$ cat src/hdl/bqn_pkg.sv
// Shared constants and types for the notch biquad with running normalisation.
// No dependencies; imported by biquad_notch_with_running_normalize.
package bqn_pkg;

  localparam int SAMPLE_W       = 12;
  localparam int COEF_W         = 32;
  localparam int Y_W            = 32;
  localparam int OUT_FRAC_BITS  = 14;
  localparam int MAP_SCALE_LOG2 = 12;
  localparam int MAPPED_W       = MAP_SCALE_LOG2 + 1;

  // digit-serial multiplier: 4-bit digit of the data operand per cycle
  localparam int DIGIT_W   = 4;
  localparam int PP_W      = COEF_W + DIGIT_W + 1;
  localparam int PROD_W    = COEF_W + Y_W;
  localparam int FF_DIGITS = (SAMPLE_W + DIGIT_W - 1) / DIGIT_W;
  localparam int FB_DIGITS = Y_W / DIGIT_W;
  localparam int DCNT_W    = $clog2(FB_DIGITS + 1);

  // accumulator alignment: feed-forward products scaled up, feedback floored
  localparam int FF_SHIFT = OUT_FRAC_BITS - 4;
  localparam int FB_SHIFT = 4;
  localparam int ACC_DROP = 26;
  localparam int ACC_W    = PROD_W + 2;

  localparam int NUM_TERMS = 5;
  localparam int FF_TERMS  = 3;
  localparam int TERM_W    = $clog2(NUM_TERMS);

  localparam int DIV_CNT_W = $clog2(MAPPED_W + 1);
  localparam int REM_W     = Y_W + 1;

  localparam int WARM_W     = 2;
  localparam int WARM_PRIME = 3;

  localparam int TDATA_IN_W  = ((SAMPLE_W + 7) / 8) * 8;
  localparam int OUT_BITS    = MAPPED_W + Y_W;
  localparam int TDATA_OUT_W = ((OUT_BITS + 7) / 8) * 8;

  localparam int CFG_IDX_W = 3;

  typedef enum logic [CFG_IDX_W-1:0] {
    REG_B0 = 3'd0,
    REG_B1 = 3'd1,
    REG_B2 = 3'd2,
    REG_A1 = 3'd3,
    REG_A2 = 3'd4
  } cfg_reg_t;

  localparam logic signed [COEF_W-1:0] B0_RESET = 32'sd1057404033;
  localparam logic signed [COEF_W-1:0] B1_RESET = -32'sd2011301992;
  localparam logic signed [COEF_W-1:0] B2_RESET = 32'sd1057404033;
  localparam logic signed [COEF_W-1:0] A1_RESET = 32'sd2011301992;
  localparam logic signed [COEF_W-1:0] A2_RESET = -32'sd1041066242;

  localparam logic signed [Y_W-1:0] Y_MAX = {1'b0, {(Y_W-1){1'b1}}};
  localparam logic signed [Y_W-1:0] Y_MIN = {1'b1, {(Y_W-1){1'b0}}};

endpackage

$ cat src/hdl/biquad_notch_with_running_normalize.sv
// Notch biquad (direct form 1, Q2.30 coefficients) with running min/max normalisation.
// Uses bqn_pkg for widths, register codes and reset values.
//
//  channel   | dir | transfer when                 | payload
//  ----------+-----+-------------------------------+--------------------------------------
//  s_axis    | in  | s_axis_tvalid & s_axis_tready | tdata: sample; tuser: block_start
//  m_axis    | out | m_axis_tvalid & m_axis_tready | tdata: mapped, filtered; tuser: flat
//  cfg       | in  | cfg_wr_en                     | cfg_index selects b0,b1,b2,a1,a2
//
//  A dropped or priming sample is finished on acceptance. A filtered sample passes through:
//  accept, 5 products through one 32x4 digit-serial multiplier (3, 3, 3, 8 and 8 digits,
//  each followed by an accumulate step), a rounding step, a restoring divider for the
//  13-bit quotient and a hand-off step; a flat result skips the divider.
//  Reset (rst, synchronous) reloads default coefficients and clears all history.
//  The output register decouples the sides; the hand-off waits only while it is still full.
module biquad_notch_with_running_normalize
  import bqn_pkg::*;
(
  input  logic                   clk,
  input  logic                   rst,
  // input stream
  input  logic                   s_axis_tvalid,
  output logic                   s_axis_tready,
  input  logic [TDATA_IN_W-1:0]  s_axis_tdata,   // [11:0] sample, rest zero
  input  logic                   s_axis_tuser,   // [0] block_start
  // output stream
  output logic                   m_axis_tvalid,
  input  logic                   m_axis_tready,
  output logic [TDATA_OUT_W-1:0] m_axis_tdata,   // [12:0] mapped, [44:13] filtered, rest zero
  output logic                   m_axis_tuser,   // [0] flat
  // configuration writes
  input  logic                   cfg_wr_en,
  input  logic [CFG_IDX_W-1:0]   cfg_index,
  input  logic [COEF_W-1:0]      cfg_data
);

  typedef enum logic [2:0] {
    ST_IDLE,
    ST_MUL,
    ST_ACC,
    ST_ROUND,
    ST_DIV,
    ST_DONE
  } state_t;

  state_t state;

  // coefficients
  logic signed [COEF_W-1:0] coef_b0, coef_b1, coef_b2, coef_a1, coef_a2;

  // filter history and running extremes
  logic [SAMPLE_W-1:0]   prev_sample, prev2_sample, x_cur;
  logic signed [Y_W-1:0] prev_out, prev2_out, run_min, run_max, y_cur;
  logic [WARM_W-1:0]     warmup_count;

  // multiplier / accumulator
  logic [TERM_W-1:0]        term;
  logic [DCNT_W-1:0]        digit_cnt;
  logic                     first_dig;
  logic [Y_W-1:0]           opnd;
  logic signed [PROD_W-1:0] prod;
  logic signed [ACC_W-1:0]  acc;

  // divider
  logic [REM_W-1:0]     rem;
  logic [Y_W-1:0]       diff_r;
  logic [MAPPED_W-1:0]  quo;
  logic [DIV_CNT_W-1:0] div_cnt;
  logic                 flat_r;

  // output register
  logic [MAPPED_W-1:0]   out_mapped;
  logic signed [Y_W-1:0] out_filtered;
  logic                  out_flat;

  // ---------------------------------------------------------------- datapath
  logic signed [COEF_W-1:0] cur_coef;
  logic                     fb_term;
  logic signed [DIGIT_W:0]  dig_s;
  logic signed [PP_W-1:0]   pp;
  logic signed [PROD_W-1:0] prod_next;
  logic signed [ACC_W-1:0]  term_add;
  logic [TERM_W-1:0]        term_next;
  logic [Y_W-1:0]           opnd_load;
  logic [DCNT_W-1:0]        digits_load;

  always_comb begin
    case (term)
      TERM_W'(0): cur_coef = coef_b0;
      TERM_W'(1): cur_coef = coef_b1;
      TERM_W'(2): cur_coef = coef_b2;
      TERM_W'(3): cur_coef = coef_a1;
      default:    cur_coef = coef_a2;
    endcase
  end

  assign fb_term = (term >= TERM_W'(FF_TERMS));

  // leading digit of a signed operand carries the sign; Horner from the top digit down
  assign dig_s     = {fb_term & first_dig & opnd[Y_W-1], opnd[Y_W-1 -: DIGIT_W]};
  assign pp        = PP_W'(cur_coef) * PP_W'(dig_s);
  assign prod_next = first_dig ? PROD_W'(pp) : ((prod <<< DIGIT_W) + PROD_W'(pp));
  assign term_add  = fb_term ? (ACC_W'(prod) >>> FB_SHIFT) : (ACC_W'(prod) <<< FF_SHIFT);

  assign term_next = term + TERM_W'(1);

  always_comb begin
    case (term_next)
      TERM_W'(1): opnd_load = {prev_sample, {(Y_W-SAMPLE_W){1'b0}}};
      TERM_W'(2): opnd_load = {prev2_sample, {(Y_W-SAMPLE_W){1'b0}}};
      TERM_W'(3): opnd_load = prev_out;
      default:    opnd_load = prev2_out;
    endcase
    digits_load = (term_next >= TERM_W'(FF_TERMS)) ? DCNT_W'(FB_DIGITS) : DCNT_W'(FF_DIGITS);
  end

  // round to nearest (ties up), then saturate to 32 bits
  localparam logic signed [ACC_W-1:0] ROUND_BIAS =
    {{(ACC_W-ACC_DROP){1'b0}}, 1'b1, {(ACC_DROP-1){1'b0}}};

  logic signed [ACC_W-1:0] acc_rnd;
  logic                    in_range;
  logic signed [Y_W-1:0]   y_sat, mn_new, mx_new;
  logic signed [Y_W:0]     diff_w, num_w;

  assign acc_rnd  = acc + ROUND_BIAS;
  assign in_range = (&acc_rnd[ACC_W-1:ACC_DROP+Y_W-1]) | ~(|acc_rnd[ACC_W-1:ACC_DROP+Y_W-1]);
  assign y_sat    = in_range ? acc_rnd[ACC_DROP+Y_W-1:ACC_DROP]
                             : (acc_rnd[ACC_W-1] ? Y_MIN : Y_MAX);
  assign mn_new   = (y_sat < run_min) ? y_sat : run_min;
  assign mx_new   = (y_sat > run_max) ? y_sat : run_max;
  assign diff_w   = {mx_new[Y_W-1], mx_new} - {mn_new[Y_W-1], mn_new};
  assign num_w    = {y_sat[Y_W-1], y_sat} - {mn_new[Y_W-1], mn_new};

  // restoring division step; first step takes the numerator unshifted
  logic [REM_W-1:0] rem_sh;
  logic             q_bit;

  assign rem_sh = (div_cnt == DIV_CNT_W'(MAPPED_W)) ? rem : (rem << 1);
  assign q_bit  = (rem_sh >= {1'b0, diff_r});

  // input side
  logic              s_xfer, blk;
  logic [WARM_W-1:0] warm_eff;
  logic [SAMPLE_W-1:0] x_in;

  assign s_axis_tready = (state == ST_IDLE);
  assign s_xfer        = s_axis_tvalid & s_axis_tready;
  assign blk           = s_axis_tuser;
  assign x_in          = s_axis_tdata[SAMPLE_W-1:0];
  assign warm_eff      = blk ? '0 : warmup_count;

  // ---------------------------------------------------------------- sequencer
  always_ff @(posedge clk) begin
    if (rst) begin
      state         <= ST_IDLE;
      m_axis_tvalid <= 1'b0;
      coef_b0       <= B0_RESET;
      coef_b1       <= B1_RESET;
      coef_b2       <= B2_RESET;
      coef_a1       <= A1_RESET;
      coef_a2       <= A2_RESET;
      prev_sample   <= '0;
      prev2_sample  <= '0;
      prev_out      <= '0;
      prev2_out     <= '0;
      run_min       <= '0;
      run_max       <= '0;
      warmup_count  <= '0;
    end else begin
      if (cfg_wr_en) begin
        unique case (cfg_reg_t'(cfg_index))
          REG_B0:  coef_b0 <= cfg_data;
          REG_B1:  coef_b1 <= cfg_data;
          REG_B2:  coef_b2 <= cfg_data;
          REG_A1:  coef_a1 <= cfg_data;
          REG_A2:  coef_a2 <= cfg_data;
          default: ;
        endcase
      end

      // the hand-off state owns tvalid while it runs
      if (m_axis_tvalid && m_axis_tready && (state != ST_DONE)) begin
        m_axis_tvalid <= 1'b0;
      end

      unique case (state)
        ST_IDLE: begin
          if (s_xfer) begin
            if (blk) begin
              prev_out  <= '0;
              prev2_out <= '0;
              run_min   <= '0;
              run_max   <= '0;
            end
            if (warm_eff < WARM_W'(WARM_PRIME)) begin
              // dropped or priming sample
              if (blk) begin
                prev_sample  <= '0;
                prev2_sample <= '0;
              end else if (warm_eff != '0) begin
                prev2_sample <= prev_sample;
                prev_sample  <= x_in;
              end
              warmup_count <= warm_eff + WARM_W'(1);
            end else begin
              x_cur     <= x_in;
              opnd      <= {x_in, {(Y_W-SAMPLE_W){1'b0}}};
              digit_cnt <= DCNT_W'(FF_DIGITS);
              first_dig <= 1'b1;
              term      <= '0;
              acc       <= '0;
              state     <= ST_MUL;
            end
          end
        end

        ST_MUL: begin
          prod      <= prod_next;
          first_dig <= 1'b0;
          opnd      <= opnd << DIGIT_W;
          digit_cnt <= digit_cnt - DCNT_W'(1);
          if (digit_cnt == DCNT_W'(1)) begin
            state <= ST_ACC;
          end
        end

        ST_ACC: begin
          acc <= acc + term_add;
          if (term == TERM_W'(NUM_TERMS - 1)) begin
            state <= ST_ROUND;
          end else begin
            term      <= term_next;
            opnd      <= opnd_load;
            digit_cnt <= digits_load;
            first_dig <= 1'b1;
            state     <= ST_MUL;
          end
        end

        ST_ROUND: begin
          y_cur        <= y_sat;
          prev2_sample <= prev_sample;
          prev_sample  <= x_cur;
          prev2_out    <= prev_out;
          prev_out     <= y_sat;
          run_min      <= mn_new;
          run_max      <= mx_new;
          rem          <= {1'b0, num_w[Y_W-1:0]};
          diff_r       <= diff_w[Y_W-1:0];
          quo          <= '0;
          div_cnt      <= DIV_CNT_W'(MAPPED_W);
          if (diff_w == '0) begin
            flat_r <= 1'b1;
            state  <= ST_DONE;
          end else begin
            flat_r <= 1'b0;
            state  <= ST_DIV;
          end
        end

        ST_DIV: begin
          rem     <= q_bit ? (rem_sh - {1'b0, diff_r}) : rem_sh;
          quo     <= {quo[MAPPED_W-2:0], q_bit};
          div_cnt <= div_cnt - DIV_CNT_W'(1);
          if (div_cnt == DIV_CNT_W'(1)) begin
            state <= ST_DONE;
          end
        end

        ST_DONE: begin
          if (!m_axis_tvalid || m_axis_tready) begin
            out_mapped    <= quo;
            out_filtered  <= y_cur;
            out_flat      <= flat_r;
            m_axis_tvalid <= 1'b1;
            state         <= ST_IDLE;
          end
        end

        default: state <= ST_IDLE;
      endcase
    end
  end

  assign m_axis_tdata = {{(TDATA_OUT_W-OUT_BITS){1'b0}}, out_filtered, out_mapped};
  assign m_axis_tuser = out_flat;

`ifndef ASSERT_OFF
  // a flat result always carries a zero mapping
  a_flat_zero: assert property (@(posedge clk) disable iff (rst)
    (m_axis_tvalid && m_axis_tuser) |-> (m_axis_tdata[MAPPED_W-1:0] == '0))
    else $error("flat result with non-zero mapping");

  // mapping never exceeds full scale
  a_map_range: assert property (@(posedge clk) disable iff (rst)
    m_axis_tvalid |-> (m_axis_tdata[MAPPED_W-1:0] <= MAPPED_W'(1 << MAP_SCALE_LOG2)))
    else $error("mapping above full scale");

  // running extremes stay ordered
  a_min_max: assert property (@(posedge clk) disable iff (rst)
    run_min <= run_max)
    else $error("running minimum above maximum");

  // divider never runs with a zero divisor
  a_div_nonzero: assert property (@(posedge clk) disable iff (rst)
    (state == ST_DIV) |-> (diff_r != '0))
    else $error("division by zero span");
`endif

endmodule
$ cat config.mk
export PLATFORM = sky130hd
export DESIGN_NAME = biquad_notch_with_running_normalize
export DESIGN_NICKNAME = d
export VERILOG_FILES = /design/src/hdl/bqn_pkg.sv /design/src/hdl/biquad_notch_with_running_normalize.sv
export SDC_FILE = /design/constraint.sdc
export NUM_CORES = 2
export LEC_CHECK = 0
export BUFFER_PORTS_ARGS = -buffer_cell sky130_fd_sc_hd__buf_2
export CAP_MARGIN = 10
export CORE_MARGIN = 2
export CORE_UTILIZATION = 55
export DETAILED_ROUTE_END_ITERATION = 10
export GPL_ROUTABILITY_DRIVEN = 1
export PLACE_DENSITY = 0.77
export SYNTH_ARGS = -nofsm -noshare
export SYNTH_HDL_FRONTEND = slang
export SYNTH_SLANG_ARGS = --single-unit
$ cat constraint.sdc
create_clock -name clk -period 10.8 [get_ports clk]
set_clock_uncertainty 0.05 [all_clocks]
set_input_delay 1.62 -clock clk [delete_from_list [all_inputs] [get_ports clk]]
set_output_delay 1.62 -clock clk [all_outputs]
set_load 0.05 [all_outputs]
==> flow_summary.yaml <==
clock_network:
  cts_root_buffer: "clkbuf_16"
  numCtsBuffers: 72
  clk_path_buf_depth: 3
  clock_latency_ps: 640
  path_clk_slew_ps: 60
  hold_buffers: 0
  htree_levels: 3
  tritoncts: "yes"
  clock_sinks: 661
sta:
  tns_ps: 0
  finalHoldViolCount: 0
  max-slew-margin-rel: 0.164
  clock.fmax_mhz: 96.7
  finalSetupViolations: 0
  post-route-min-period_ps: 10340
  rsz0062_at_grt: "true"
  worst_pin_slew_ps: 1250
  finalCritPeriodShare: 0.957
  maxSlewViolCount: 0
  hold_slack_ps: 363
logic_synthesis:
  synth_edf_count: 343
  synth_cells: 5022
  yosysSeqAreaShare: 0.372
  yosysWarnings: 0
  synth_seq_cells: 661
  synthDistinctLibCells: 89
  synthFlopType: "edfxtp_1"
  avgSynthCellArea_um2: 8.91
  async_reset_ff_frac: 0
  syn-cell-area_mm2: 0.0448
placed_design:
  portBuffers: 100
  place_hpwl_um: 83600
  gp_congestion: 0.960
power_and_ir_drop:
  net-switching-power_mw: 3.59
  swShare: 0.371
  leakage_nw: 20.3
  p_seq_frac: 0.296
  power_mw: 9.68
  p_int_mw: 6.09
  clkPwrFrac: 0.252
  powerDensity_mw_per_mm2: 196
  power_frac_comb: 0.452
  ir_worst_vdd_v: 0.000135
critical_path:
  path_buf_inv: 7
  crit_top_cell: "a21oi_2"
  cp-start-kind: "flop"
  crit_arrival_ps: 10630
  r2r_start: "term[0]"
  required_ps: 11090
  r2r_cells: 46
  setup.worst_path.class: "reg -> reg"
  critPathMaxFanout: 7
  r2r_setup_slack_ps: 460
  end_kind: "flop"
  slowest_delay_ps: 540
  cp_slowest_cell: "fa_1"
  cp_top_family: "compound AO/OA/AOI/OAI gates"
  regToRegEndpoint: "prod[54]"
run:
  cap_violations: 0
detailed_routing:
  drt-initial-drc-count: 3267
  wl_per_cell_um: 18.8
  drc: 0
  num_vias: 37300
  vias_per_cell: 5.98
  routed_wl_um: 117000
  antenna_left: 0
  dr.pass1.iters: 6
layout:
  layout-drive-gt1-share: 0.0956
  final_nets: 5636
  regMostFlops: "acc"
  final_common_cell: "nand2_1"
  largest_reg_flops: 66
  syn2layout_area_growth_pct: 10.6
  final_cell_mix: "nand2_1 (862), ha_1 (356), a21oi_1 (351)"
  top_regs: "acc: 66 flops, prod: 64 flops, rem: 33 flops"
  utilization: 0.614
outcome:
  outcome: "completed"
min_path:
  hold_path.startpoint: "y_cur[6]"
  hold_path_end: "out_filtered[6]"
  whs_path_depth: 0
  hold_path_class: "reg -> reg"
floorplan:
  num_rows: 104
  core_mm2: 0.0805
  die_h_um: 289
  dieArea_mm2: 0.0837
  start_util: 0.556
  ios: 108
  die-width_um: 289
global_route:
  overflow: 0
  track_usage: 0.273
  antenna_found_initial: 2
  first_global_vias: 35500
  grt_max_degree: 126
  grt_pass1_wl_um: 185000
## through the flow
stage          worst slack, ps  cell area (um2)  std cells
2_1_floorplan             32.3            44800       5024
3_3_place_gp              4.60            46800       6080
3_5_place_dp             -69.8            46800       6080
4_1_cts                   11.1            49100       6209
5_1_grt                  -63.7            49500       6230
6_report                   464            49500       6231
## worst max-delay path by stage
stage	from	to	cells after the start
5_1_grt	term[0]	prod[62]	48
2_1_floorplan	term[2]	prod[61]	46
3_3_place_gp	term[1]	prod[62]	44
4_1_cts	term[0]	prod[61]	46
6_report	term[0]	prod[54]	46
3_5_place_dp	term[1]	prod[61]	45
## cell type report
class / instances / area (um2)
diodes: 3 / 7.51
clock buffers: 101 / 2020
clock inverters: 28 / 279
fillers: 6671 / 31100
inverters: 277 / 1050
multi-input cells: 3854 / 26500
flip-flops and latches: 661 / 16700
well taps: 1060 / 1330
repair buffers: 247 / 1620
## synthesized netlist by cell type (8+ instances only)
library cell  instances  area share
mux2_2               38      0.0096
xnor2_1             145       0.028
a2111oi_0             8      0.0016
nor3_1               61      0.0068
o21ai_0             300       0.034
a21boi_0             16      0.0027
a21o_1               93       0.016
clkbuf_1            212       0.018
nand2_1             864       0.072
and4_1                8      0.0016
o211ai_1             17      0.0029
fa_1                103       0.046
a41oi_1               8      0.0016
a22oi_1              87       0.015
o22a_1               11      0.0022
dfxtp_1             318        0.14
or2_2                13      0.0018
nand3_1             110       0.012
or3_1                24      0.0034
and2_1              102       0.014
edfxtp_1            343        0.23
nor2b_1              43      0.0060
nand3b_1             81       0.014
a211o_1              15      0.0029
o21a_1               69       0.012
inv_1               276       0.023
a211oi_1             34      0.0057
buf_1                16      0.0013
o31ai_1              18      0.0030
a21oi_1             369       0.041
nor2_1              262       0.022
and3_1               42      0.0059
ha_1                363        0.10
nand2b_1             85       0.012
a222oi_1             12      0.0027
xor2_1               98       0.019
a22o_1               91       0.018
nand4_1              44      0.0062
nor4_1               18      0.0025
mux2i_1              44      0.0098
o21bai_1             32      0.0054
a31oi_1              24      0.0034
## power groups by stage
| stage | Sequential [mW] | Combinational, mW | Clock (mW) |
|---|---|---|---|
| 2_1_floorplan | 2.90 | 3.24 | 0 |
| 3_3_place_gp | 2.92 | 4.03 | 0 |
| 3_5_place_dp | 2.92 | 4.15 | 0 |
| 4_1_cts | 2.87 | 4.18 | 2.46 |
| 5_1_grt | 2.87 | 4.88 | 2.56 |
| 6_report | 2.87 | 4.38 | 2.44 |
## timing repair
item,CTS,global route
buffers inserted,0,18
resized for setup,1,48
pin swaps,0,28
endpoints found under the setup margin,6,22
## metal layers
metal	wire, um	track usage
met1	49000	0.350
met2	56700	0.465
met3	6270	0.0307
met4	5340	0.123
met5	0	0
## cells by family (layout without fill, tap and decap cells)
logic type,count (synthesis),after routing,synth area share
other cells,1,6,0.0000838
compound gates,1272,1272,0.182
mux,82,82,0.0194
simple gates,1787,1787,0.187
flops,661,661,0.372
fa+ha+maj,466,466,0.148
buf+inv,509,653,0.0431
xor+xnor,244,244,0.0479
(Power assumes the default switching activity.)
